**src/design/assert_macros.svh**
```systemverilog
// assertion macros used by the sgr_back filter module
`ifndef ASSERT_MACROS_SVH
`define ASSERT_MACROS_SVH
`ifndef SYNTHESIS
`define ASSERT_PROP(lbl, clk, rst_n, prop, msg) \
	lbl: assert property (@(posedge clk) disable iff (!rst_n) prop) else $error(msg);
`define ASSERT_NEVER(lbl, clk, rst_n, expr, msg) \
	lbl: assert property (@(posedge clk) disable iff (!rst_n) !(expr)) else $error(msg);
`else
`define ASSERT_PROP(lbl, clk, rst_n, prop, msg)
`define ASSERT_NEVER(lbl, clk, rst_n, expr, msg)
`endif
`endif

```
**src/design/sgr_pkg.sv**
```systemverilog
// types and constants of the sgr stream filter
package sgr_pkg;

	// characters
	localparam logic [7:0] CH_ESC   = 8'd27;
	localparam logic [7:0] CH_OPEN  = 8'd91;
	localparam logic [7:0] CH_END   = 8'd109;
	localparam logic [7:0] CH_SEP   = 8'd59;
	localparam logic [7:0] DIGIT_LO = 8'd48;
	localparam logic [7:0] DIGIT_HI = 8'd57;

	// parameter accumulator
	localparam int ACC_W = 10;
	localparam logic [ACC_W-1:0] ACC_MAX = 10'd1023;

	// sgr codes
	localparam logic [ACC_W-1:0] SGR_RESET     = 10'd0;
	localparam logic [ACC_W-1:0] SGR_BOLD      = 10'd1;
	localparam logic [ACC_W-1:0] SGR_FAINT     = 10'd2;
	localparam logic [ACC_W-1:0] SGR_ITALIC    = 10'd3;
	localparam logic [ACC_W-1:0] SGR_ULINE     = 10'd4;
	localparam logic [ACC_W-1:0] SGR_NORMAL    = 10'd22;
	localparam logic [ACC_W-1:0] SGR_NO_ITALIC = 10'd23;
	localparam logic [ACC_W-1:0] SGR_NO_ULINE  = 10'd24;
	localparam logic [ACC_W-1:0] SGR_FG_LO     = 10'd30;
	localparam logic [ACC_W-1:0] SGR_FG_HI     = 10'd37;
	localparam logic [ACC_W-1:0] SGR_BG_LO     = 10'd40;
	localparam logic [ACC_W-1:0] SGR_BG_HI     = 10'd47;

	// font weight codes
	localparam logic [1:0] WEIGHT_NORMAL = 2'd0;
	localparam logic [1:0] WEIGHT_BOLD   = 2'd1;
	localparam logic [1:0] WEIGHT_FAINT  = 2'd2;

	// configuration
	localparam logic [7:0] MAX_ESC_LEN_RESET = 8'd20;
	localparam logic       REG_MAX_ESC_LEN   = 1'b0;

	// queue between front and back
	localparam int SGR_QUEUE_DEPTH = 2;

	typedef enum logic [1:0] {
		PH_IDLE,
		PH_ESC,
		PH_PARAMS
	} phase_t;

	// one classified request from front to back
	typedef struct packed {
		logic             char_valid;
		logic [6:0]       ch;
		logic             apply;
		logic [ACC_W-1:0] code;
		logic             changed;
	} op_t;

endpackage

```
**src/design/ansi_sgr_stream_filter.sv**
```systemverilog
// top level of the ansi sgr stream filter
// an accepted byte is written into the queue, then into the output register
// throughput: one byte per cycle while the queue is not full; the front parses
// in the accept cycle; the back applies the style as the queue head is registered
// reset: asynchronous arst_n clears parser phase, style, queue and output valid;
// max_escape_length returns to 20
module ansi_sgr_stream_filter import sgr_pkg::*; #(
	parameter int QueueDepth = SGR_QUEUE_DEPTH
) (
	input  logic        clk,
	input  logic        arst_n,
	// byte stream in
	input  logic        s_tvalid,
	output logic        s_tready,
	input  logic [7:0]  s_tdata,   // [7:0] byte_in
	// filtered stream out
	output logic        m_tvalid,
	input  logic        m_tready,
	output logic [23:0] m_tdata,   // [6:0] char_out, [8:7] font_weight, [9] italic_on,
	                               // [10] underline_on, [14:11] fore_colour,
	                               // [18:15] back_colour, [19] style_changed, [23:20] zero
	output logic        m_tuser,   // [0] char_valid
	// configuration
	input  logic        psel,
	input  logic        penable,
	input  logic        pwrite,
	input  logic [2:0]  paddr,
	input  logic [31:0] pwdata,
	output logic [31:0] prdata,
	output logic        pready
);

	logic [7:0] max_len_q;
	logic       take;
	logic       q_full;
	logic       q_not_empty;
	logic       q_pop;
	op_t        front_op;
	op_t        head_op;

	// configuration register
	assign pready = 1'b1;
	always_ff @(posedge clk or negedge arst_n) begin
		if (!arst_n) begin
			max_len_q <= MAX_ESC_LEN_RESET;
		end else if (psel && penable && pwrite && pready && paddr[2] == REG_MAX_ESC_LEN) begin
			max_len_q <= pwdata[7:0];
		end
	end
	assign prdata = (paddr[2] == REG_MAX_ESC_LEN) ? {24'd0, max_len_q} : 32'd0;

	assign s_tready = !q_full;
	assign take     = s_tvalid && s_tready;

	sgr_front u_front (
		.clk     (clk),
		.arst_n  (arst_n),
		.take    (take),
		.byte_in (s_tdata),
		.max_len (max_len_q),
		.op      (front_op)
	);

	sgr_queue #(
		.Depth (QueueDepth)
	) u_queue (
		.clk       (clk),
		.arst_n    (arst_n),
		.push      (take),
		.push_op   (front_op),
		.full      (q_full),
		.pop       (q_pop),
		.not_empty (q_not_empty),
		.head_op   (head_op)
	);

	sgr_back u_back (
		.clk      (clk),
		.arst_n   (arst_n),
		.op_valid (q_not_empty),
		.op       (head_op),
		.op_pop   (q_pop),
		.m_tvalid (m_tvalid),
		.m_tready (m_tready),
		.m_tdata  (m_tdata),
		.m_tuser  (m_tuser)
	);

endmodule

```
**src/design/sgr_queue.sv**
```systemverilog
// short request queue between the parser front and the style back
module sgr_queue import sgr_pkg::*; #(
	parameter int Depth = SGR_QUEUE_DEPTH
) (
	input  logic clk,
	input  logic arst_n,
	input  logic push,
	input  op_t  push_op,
	output logic full,
	input  logic pop,
	output logic not_empty,
	output op_t  head_op
);

	localparam int PtrW = (Depth > 2) ? $clog2(Depth) : 1;
	localparam int CntW = $clog2(Depth + 1);

	op_t            slot_q [Depth];
	logic [PtrW-1:0] wr_ptr_q;
	logic [PtrW-1:0] rd_ptr_q;
	logic [CntW-1:0] count_q;

	assign full      = (count_q == CntW'(Depth));
	assign not_empty = (count_q != '0);
	assign head_op   = slot_q[rd_ptr_q];

	// storage
	always_ff @(posedge clk) begin
		if (push) begin
			slot_q[wr_ptr_q] <= push_op;
		end
	end

	// pointers and fill count
	always_ff @(posedge clk or negedge arst_n) begin
		if (!arst_n) begin
			wr_ptr_q <= '0;
			rd_ptr_q <= '0;
			count_q  <= '0;
		end else begin
			if (push) begin
				wr_ptr_q <= (wr_ptr_q == PtrW'(Depth - 1)) ? '0 : wr_ptr_q + 1'b1;
			end
			if (pop) begin
				rd_ptr_q <= (rd_ptr_q == PtrW'(Depth - 1)) ? '0 : rd_ptr_q + 1'b1;
			end
			if (push && !pop) begin
				count_q <= count_q + 1'b1;
			end else if (pop && !push) begin
				count_q <= count_q - 1'b1;
			end
		end
	end

endmodule

```
**src/design/sgr_front.sv**
```systemverilog
// escape parser: tracks sequence phase and parameter value, emits one request per byte
module sgr_front import sgr_pkg::*; (
	input  logic       clk,
	input  logic       arst_n,
	input  logic       take,
	input  logic [7:0] byte_in,
	input  logic [7:0] max_len,
	output op_t        op
);

	phase_t           phase_q, phase_d;
	logic [7:0]       offset_q, offset_d;
	logic [ACC_W-1:0] acc_q, acc_d;

	logic             is_digit;
	logic             too_long;
	logic [13:0]      acc_next;

	// accumulator times ten plus the digit
	assign is_digit = (byte_in >= DIGIT_LO) && (byte_in <= DIGIT_HI);
	assign too_long = (offset_q >= max_len);
	assign acc_next = {1'b0, acc_q, 3'b000} + {3'b000, acc_q, 1'b0}
		+ 14'(byte_in - DIGIT_LO);

	// next phase and request
	always_comb begin
		phase_d       = phase_q;
		offset_d      = offset_q;
		acc_d         = acc_q;
		op.char_valid = 1'b0;
		op.ch         = '0;
		op.apply      = 1'b0;
		op.code       = acc_q;
		op.changed    = 1'b0;
		case (phase_q)
			PH_ESC: begin
				if (byte_in == CH_OPEN) begin
					phase_d  = PH_PARAMS;
					offset_d = 8'd1;
					acc_d    = '0;
				end else begin
					phase_d = PH_IDLE;
				end
			end
			PH_PARAMS: begin
				if (is_digit) begin
					acc_d = (acc_next > 14'(ACC_MAX)) ? ACC_MAX : acc_next[ACC_W-1:0];
				end else if (byte_in == CH_END) begin
					op.apply   = 1'b1;
					op.changed = 1'b1;
					phase_d    = PH_IDLE;
				end else if (byte_in == CH_SEP) begin
					op.apply = 1'b1;
					acc_d    = '0;
				end else begin
					phase_d = PH_IDLE;
				end
				// length limit for bytes that keep the sequence open
				if (phase_d == PH_PARAMS) begin
					if (too_long) begin
						phase_d = PH_IDLE;
					end else begin
						offset_d = offset_q + 8'd1;
					end
				end
			end
			default: begin
				phase_d = PH_IDLE;
				if (byte_in == CH_ESC) begin
					phase_d  = PH_ESC;
					offset_d = '0;
				end else if (byte_in != 8'd0 && !byte_in[7]) begin
					op.char_valid = 1'b1;
					op.ch         = byte_in[6:0];
				end
			end
		endcase
	end

	// parser state
	always_ff @(posedge clk or negedge arst_n) begin
		if (!arst_n) begin
			phase_q  <= PH_IDLE;
			offset_q <= '0;
			acc_q    <= '0;
		end else if (take) begin
			phase_q  <= phase_d;
			offset_q <= offset_d;
			acc_q    <= acc_d;
		end
	end

endmodule

```
**src/design/sgr_back.sv**
```systemverilog
// style keeper: applies sgr codes and holds the output register
`include "assert_macros.svh"
module sgr_back import sgr_pkg::*; (
	input  logic        clk,
	input  logic        arst_n,
	input  logic        op_valid,
	input  op_t         op,
	output logic        op_pop,
	output logic        m_tvalid,
	input  logic        m_tready,
	output logic [23:0] m_tdata,
	output logic        m_tuser
);

	logic [1:0] weight_q, weight_d;
	logic       italic_q, italic_d;
	logic       uline_q, uline_d;
	logic [3:0] fore_q, fore_d;
	logic [3:0] back_q, back_d;

	logic       out_valid_q;
	logic       char_valid_q;
	logic [6:0] ch_q;
	logic       changed_q;

	assign op_pop = op_valid && (!out_valid_q || m_tready);

	// style update from one code
	always_comb begin
		weight_d = weight_q;
		italic_d = italic_q;
		uline_d  = uline_q;
		fore_d   = fore_q;
		back_d   = back_q;
		if (op.apply) begin
			case (op.code) inside
				SGR_RESET: begin
					weight_d = WEIGHT_NORMAL;
					italic_d = 1'b0;
					uline_d  = 1'b0;
					fore_d   = '0;
					back_d   = '0;
				end
				SGR_BOLD:      weight_d = WEIGHT_BOLD;
				SGR_FAINT:     weight_d = WEIGHT_FAINT;
				SGR_ITALIC:    italic_d = 1'b1;
				SGR_ULINE:     uline_d  = 1'b1;
				SGR_NORMAL:    weight_d = WEIGHT_NORMAL;
				SGR_NO_ITALIC: italic_d = 1'b0;
				SGR_NO_ULINE:  uline_d  = 1'b0;
				[SGR_FG_LO:SGR_FG_HI]: fore_d = 4'(op.code - (SGR_FG_LO - 10'd1));
				[SGR_BG_LO:SGR_BG_HI]: back_d = 4'(op.code - (SGR_BG_LO - 10'd1));
				default: ;
			endcase
		end
	end

	// style state
	always_ff @(posedge clk or negedge arst_n) begin
		if (!arst_n) begin
			weight_q <= WEIGHT_NORMAL;
			italic_q <= 1'b0;
			uline_q  <= 1'b0;
			fore_q   <= '0;
			back_q   <= '0;
		end else if (op_pop) begin
			weight_q <= weight_d;
			italic_q <= italic_d;
			uline_q  <= uline_d;
			fore_q   <= fore_d;
			back_q   <= back_d;
		end
	end

	// output register valid
	always_ff @(posedge clk or negedge arst_n) begin
		if (!arst_n) begin
			out_valid_q <= 1'b0;
		end else if (op_pop) begin
			out_valid_q <= 1'b1;
		end else if (m_tready) begin
			out_valid_q <= 1'b0;
		end
	end

	// output register payload
	always_ff @(posedge clk) begin
		if (op_pop) begin
			char_valid_q <= op.char_valid;
			ch_q         <= op.ch;
			changed_q    <= op.changed;
		end
	end

	assign m_tvalid = out_valid_q;
	assign m_tuser  = char_valid_q;
	assign m_tdata  = {4'b0000, changed_q, back_q, fore_q, uline_q, italic_q,
		weight_q, ch_q};

	`ASSERT_NEVER(a_weight_code, clk, arst_n, weight_q == 2'd3, "weight holds an unused code")
	`ASSERT_NEVER(a_fore_range, clk, arst_n, fore_q > 4'd8, "foreground out of range")
	`ASSERT_NEVER(a_back_range, clk, arst_n, back_q > 4'd8, "background out of range")
	`ASSERT_PROP(a_change_no_char, clk, arst_n,
		(out_valid_q && changed_q) |-> !char_valid_q, "style change also carries a character")

endmodule
```
**config.mk**
```make
export PLATFORM = sky130hd
export DESIGN_NAME = ansi_sgr_stream_filter
export DESIGN_NICKNAME = d
export VERILOG_FILES = /design/src/design/sgr_pkg.sv /design/src/design/ansi_sgr_stream_filter.sv /design/src/design/sgr_queue.sv /design/src/design/sgr_front.sv /design/src/design/sgr_back.sv
export VERILOG_INCLUDE_DIRS = /design/src /design/src/design
export SDC_FILE = /design/constraint.sdc
export NUM_CORES = 1
export LEC_CHECK = 0
export ABC_AREA = 0
export BUFFER_PORTS_ARGS = -buffer_cell sky130_fd_sc_hd__buf_2
export CORE_MARGIN = 2
export CORE_UTILIZATION = 51
export DETAILED_ROUTE_END_ITERATION = 10
export GPL_ROUTABILITY_DRIVEN = 0
export PLACE_DENSITY = 0.77
export SETUP_SLACK_MARGIN = 0.5
export SLEW_MARGIN = 15
export SYNTH_ARGS = -nofsm -noshare
export SYNTH_HDL_FRONTEND = slang
export SYNTH_HIERARCHICAL = 1
export SYNTH_SLANG_ARGS = --single-unit
```
**constraint.sdc**
```tcl
create_clock -name clk -period 2.8 [get_ports clk]
set_input_delay 0.42 -clock clk [delete_from_list [all_inputs] [get_ports clk]]
set_output_delay 0.42 -clock clk [all_outputs]
set_load 0.005 [all_outputs]
```
==> impl_metrics.toml <==
[outcome]
status = "finished, violations left"
violations = "negative setup slack"

[route]
drc_errors = 0
vias_per_cell = 5.65
drt_iter0_drc = 375
firstDrtPassIters = 5
routedWlPerCell_um = 17.6
routed_wl_um = 13600
vias = 4384
final_antenna_net_count = 0

[grt]
top_usage_layer = "met2"
grt_pass1_vias = 4375
gr-total-overflow = 0
antenna_found_initial = 0
gr-usage-met2_pct = 37.8
track_usage_pct = 21.6
grt_use_met3_pct = 2.46
grt_max_degree = 46
met1_usage_pct = 27.6
grt_pass1_wl_um = 21600

[setup_path]
worstSetupStartpointType = "register"
critPathMaxStageDelay_ns = 0.57
slowest_stage = "fa_1"
critPathBufInv = 1
critPathTopFamily = "compound AO/OA/AOI/OAI gates"
cp-end-kind = "register"
worstPathArrival_ns = 3.17
crit_required_ns = 3.00
cp_cell_sequence = "buf_6 > fa_1 > ha_4 > and3_4 > a221o_1 > a2111oi_4 > nand4_4 > o21ai_4 > o211ai_1"
crit_type = "register to register"
path_max_fanout = 5

[synth]
synthAdderAreaFrac_pct = 10.5
netlist_area_um2 = 5870
synth_top_family_by_area = "simple AND/OR/NAND/NOR gates"
synth_cells = 512
synth-xor-area-share_pct = 2.24
synth.avg_cell_area_um2 = 11.5
synth-compound-area-share_pct = 12.5
ys_types = 75
synthSimpleGateAreaFrac_pct = 14.2
synth-edff-count = 49
ys_seq_area_share_pct = 44.3
synth_seq_cells = 94
muxShareOfSynthArea_pct = 8.17
synth-main-ff-cell = "edfxtp_1"
yosys_warnings = 6
ys_async_sr_fraction_pct = 47.9

[placement]
place_inst = 741
portBuffers = 54
dp_hpwl_um = 9210

[cells_and_area]
final_cells = 776
drive_above_1_share_pct = 40.6
nets = 722
seq_area_um2 = 2600
diodes = 0
syn_to_final_growth_pct = 25.6
fillers = 794
multi_input_comb_area_um2 = 3270

[floorplanning]
rows = 39
die_h_um = 111
die_x_um = 111
initial_core_util_pct = 51.8
io_pins = 110
core_area_um2 = 11300
dieArea_um2 = 12400

[sta]
relSlewSlack_pct = 32.4
hold_violations = 0
worstMarginPinSlew_ns = 1.01
drv_slew = 0
rsz0062_at_grt = "true"
fin_tns_setup_ns = -1.05
skew_ns = 0.00688
period_share_pct = 106
setup_violations = 10
fin_crit_ns = 2.97
setup_slack_ns = -0.173
fmax_ghz = 0.336

[hold_path]
min_path_type = "primary input to asynchronous set/reset pin"

[clocking]
path_clk_slew_ns = 0.07
root_buffer = "clkbuf_16"
htreeDepth = 3
cts_hold_buffers = 0
clk_latency_ns = 0.34
cts_buffers = 9
cts_buffer_depth = 2
clock_sinks = 94
cts_tree = "yes"

[power]
total_power_mw = 5.32
power.density_nw_per_um2 = 722
peakVddDrop_mv = 0.434
p_leak_nw = 3.31

[run]
maxCapViolCount = 0
-- layer usage --
layer | share of wire (%) | vias to the layer above
met2 | 52 | 156
met5 | 0 | -
met4 | 1.9 | 0
li1 | - | 2025
met1 | 43 | 2177
met3 | 3.9 | 26
-- sequential cells by signal, summed over array words and instances, names as in the netlist, 2 cells and up --
register	cells
max_len_q	8
u_back/back_q	4
u_back/ch_q	7
u_back/fore_q	4
u_back/weight_q	2
u_front/acc_q	10
u_front/offset_q	8
u_front/phase_q	2
u_queue/count_q	2
u_queue/slot_q	40
-- synth_stat cells (8+ instances only) --
| library cell | n | share of area (%) |
|---|---|---|
| o211ai_1 | 11 | 1.4 |
| mux2_2 | 15 | 2.9 |
| dfrtp_1 | 43 | 18 |
| inv_1 | 35 | 2.2 |
| and2b_2 | 8 | 1.2 |
| edfxtp_1 | 49 | 25 |
| nand3_1 | 16 | 1.4 |
| o21ai_0 | 19 | 1.6 |
| and3_1 | 8 | 0.85 |
| mux2_4 | 20 | 5.1 |
| nand2_1 | 23 | 1.5 |
| and2_1 | 11 | 1.2 |
| ha_1 | 35 | 7.5 |
| xor2_1 | 10 | 1.5 |
| nand2b_1 | 9 | 0.96 |
| nor3_1 | 8 | 0.68 |
| buf_4 | 32 | 4.1 |
| a21oi_1 | 15 | 1.3 |
| nor2_1 | 25 | 1.6 |
| fa_1 | 9 | 3.1 |
-- final timing paths --
| check | from | end | slack (ns) | cells after the start |
|---|---|---|---|---|
| worst max-delay path | u_front/acc_q[2]$_DFFE_PN0P_ | u_front/acc_q[6]$_DFFE_PN0P_ | -0.17 | 9 |
| worst max register to register | u_front/acc_q[2]$_DFFE_PN0P_ | u_front/acc_q[6]$_DFFE_PN0P_ | -0.17 | 9 |
| worst min register to register | u_queue/count_q[1]$_DFFE_PN0P_ | u_queue/count_q[1]$_DFFE_PN0P_ | 0.49 | 1 |
| min in group clk | pwdata[3] | max_len_q[3]$_DFFE_PN0P_ | 0.32 | 2 |
| max in group asynchronous | arst_n | u_front/offset_q[0]$_DFFE_PN0P_ | 1.85 | 1 |
| worst min-delay path | arst_n | u_back/fore_q[1]$_DFFE_PN0P_ | 0.26 | 1 |
-- where the power goes --
part	internal [mW]	switching (mW)	leakage [nW]
sequential	1.82	0.151	1.04
clock	0.714	0.565	0.153
combinational	1.04	1.03	2.11
total	3.57	1.75	3.31
-- layout by cell type, fill, tap and decap left out, types with 4 or more instances in the layout --
cell | synthesis | final
inv_6 | 0 | 4
xnor2_1 | 5 | 4
o21ai_0 | 19 | 9
inv_2 | 0 | 4
o21ai_1 | 4 | 12
conb_1 | 3 | 29
o211ai_1 | 11 | 11
and2_1 | 11 | 11
dfrtp_1 | 43 | 40
mux2_4 | 20 | 24
o31ai_1 | 6 | 5
xor2_1 | 10 | 9
nor3_1 | 8 | 6
a21oi_1 | 15 | 7
and2b_2 | 8 | 8
ha_4 | 0 | 13
ha_1 | 35 | 21
nand2b_1 | 9 | 8
nor2_1 | 25 | 24
fa_1 | 9 | 8
buf_4 | 32 | 64
inv_1 | 35 | 30
buf_2 | 3 | 51
nand4_1 | 4 | 4
nand3_1 | 16 | 15
and3_1 | 8 | 8
a22o_1 | 4 | 4
nor2b_1 | 6 | 5
mux2_2 | 15 | 11
edfxtp_1 | 49 | 49
nand2_1 | 23 | 23
a21oi_2 | 1 | 7
clkbuf_16 | 0 | 10
o22ai_1 | 6 | 6
-- final cells by class --
type / instances / share of cell area, %
clock inverter: 7 / 1.15
timing repair buffer: 123 / 11.9
tap: 143 / 2.43
clock buffer: 9 / 3.06
sequential: 94 / 35.3
inverter: 35 / 1.83
multi-input combinational: 365 / 44.3
-- repair_timing --
| item | CTS | global route |
|---|---|---|
| endpoints found under the setup margin | 23 | 26 |
| buffers inserted | 14 | 2 |
| resized for setup | 37 | 29 |
| pin swaps | 31 | 21 |
| cloned | 2 | 1 |
-- stage by stage --
stage                     hold slack [ns]  area [um^2]  util (%)  setup WS [ns]
after floorplan                     0.124         6090         -         -0.246
after global placement              0.464         6590      58.2         -0.452
after global routing                0.310         7370      65.1         -0.289
after detailed placement            0.472         6590      58.2         -0.578
after CTS                           0.280         7210      63.7         -0.120
final                               0.258         7370      65.1         -0.173
-- logic make-up after synthesis --
| kind of cell | after synthesis |
|---|---|
| AO/OA/AOI/OAI | 98 |
| XOR/XNOR | 15 |
| adder cells (fa/ha/maj) | 44 |
| buffers and inverters | 80 |
| flip-flops | 94 |
| multiplexers | 36 |
| other | 3 |
| AND/OR/NAND/NOR | 142 |
Power figures use the tool's default switching activity.
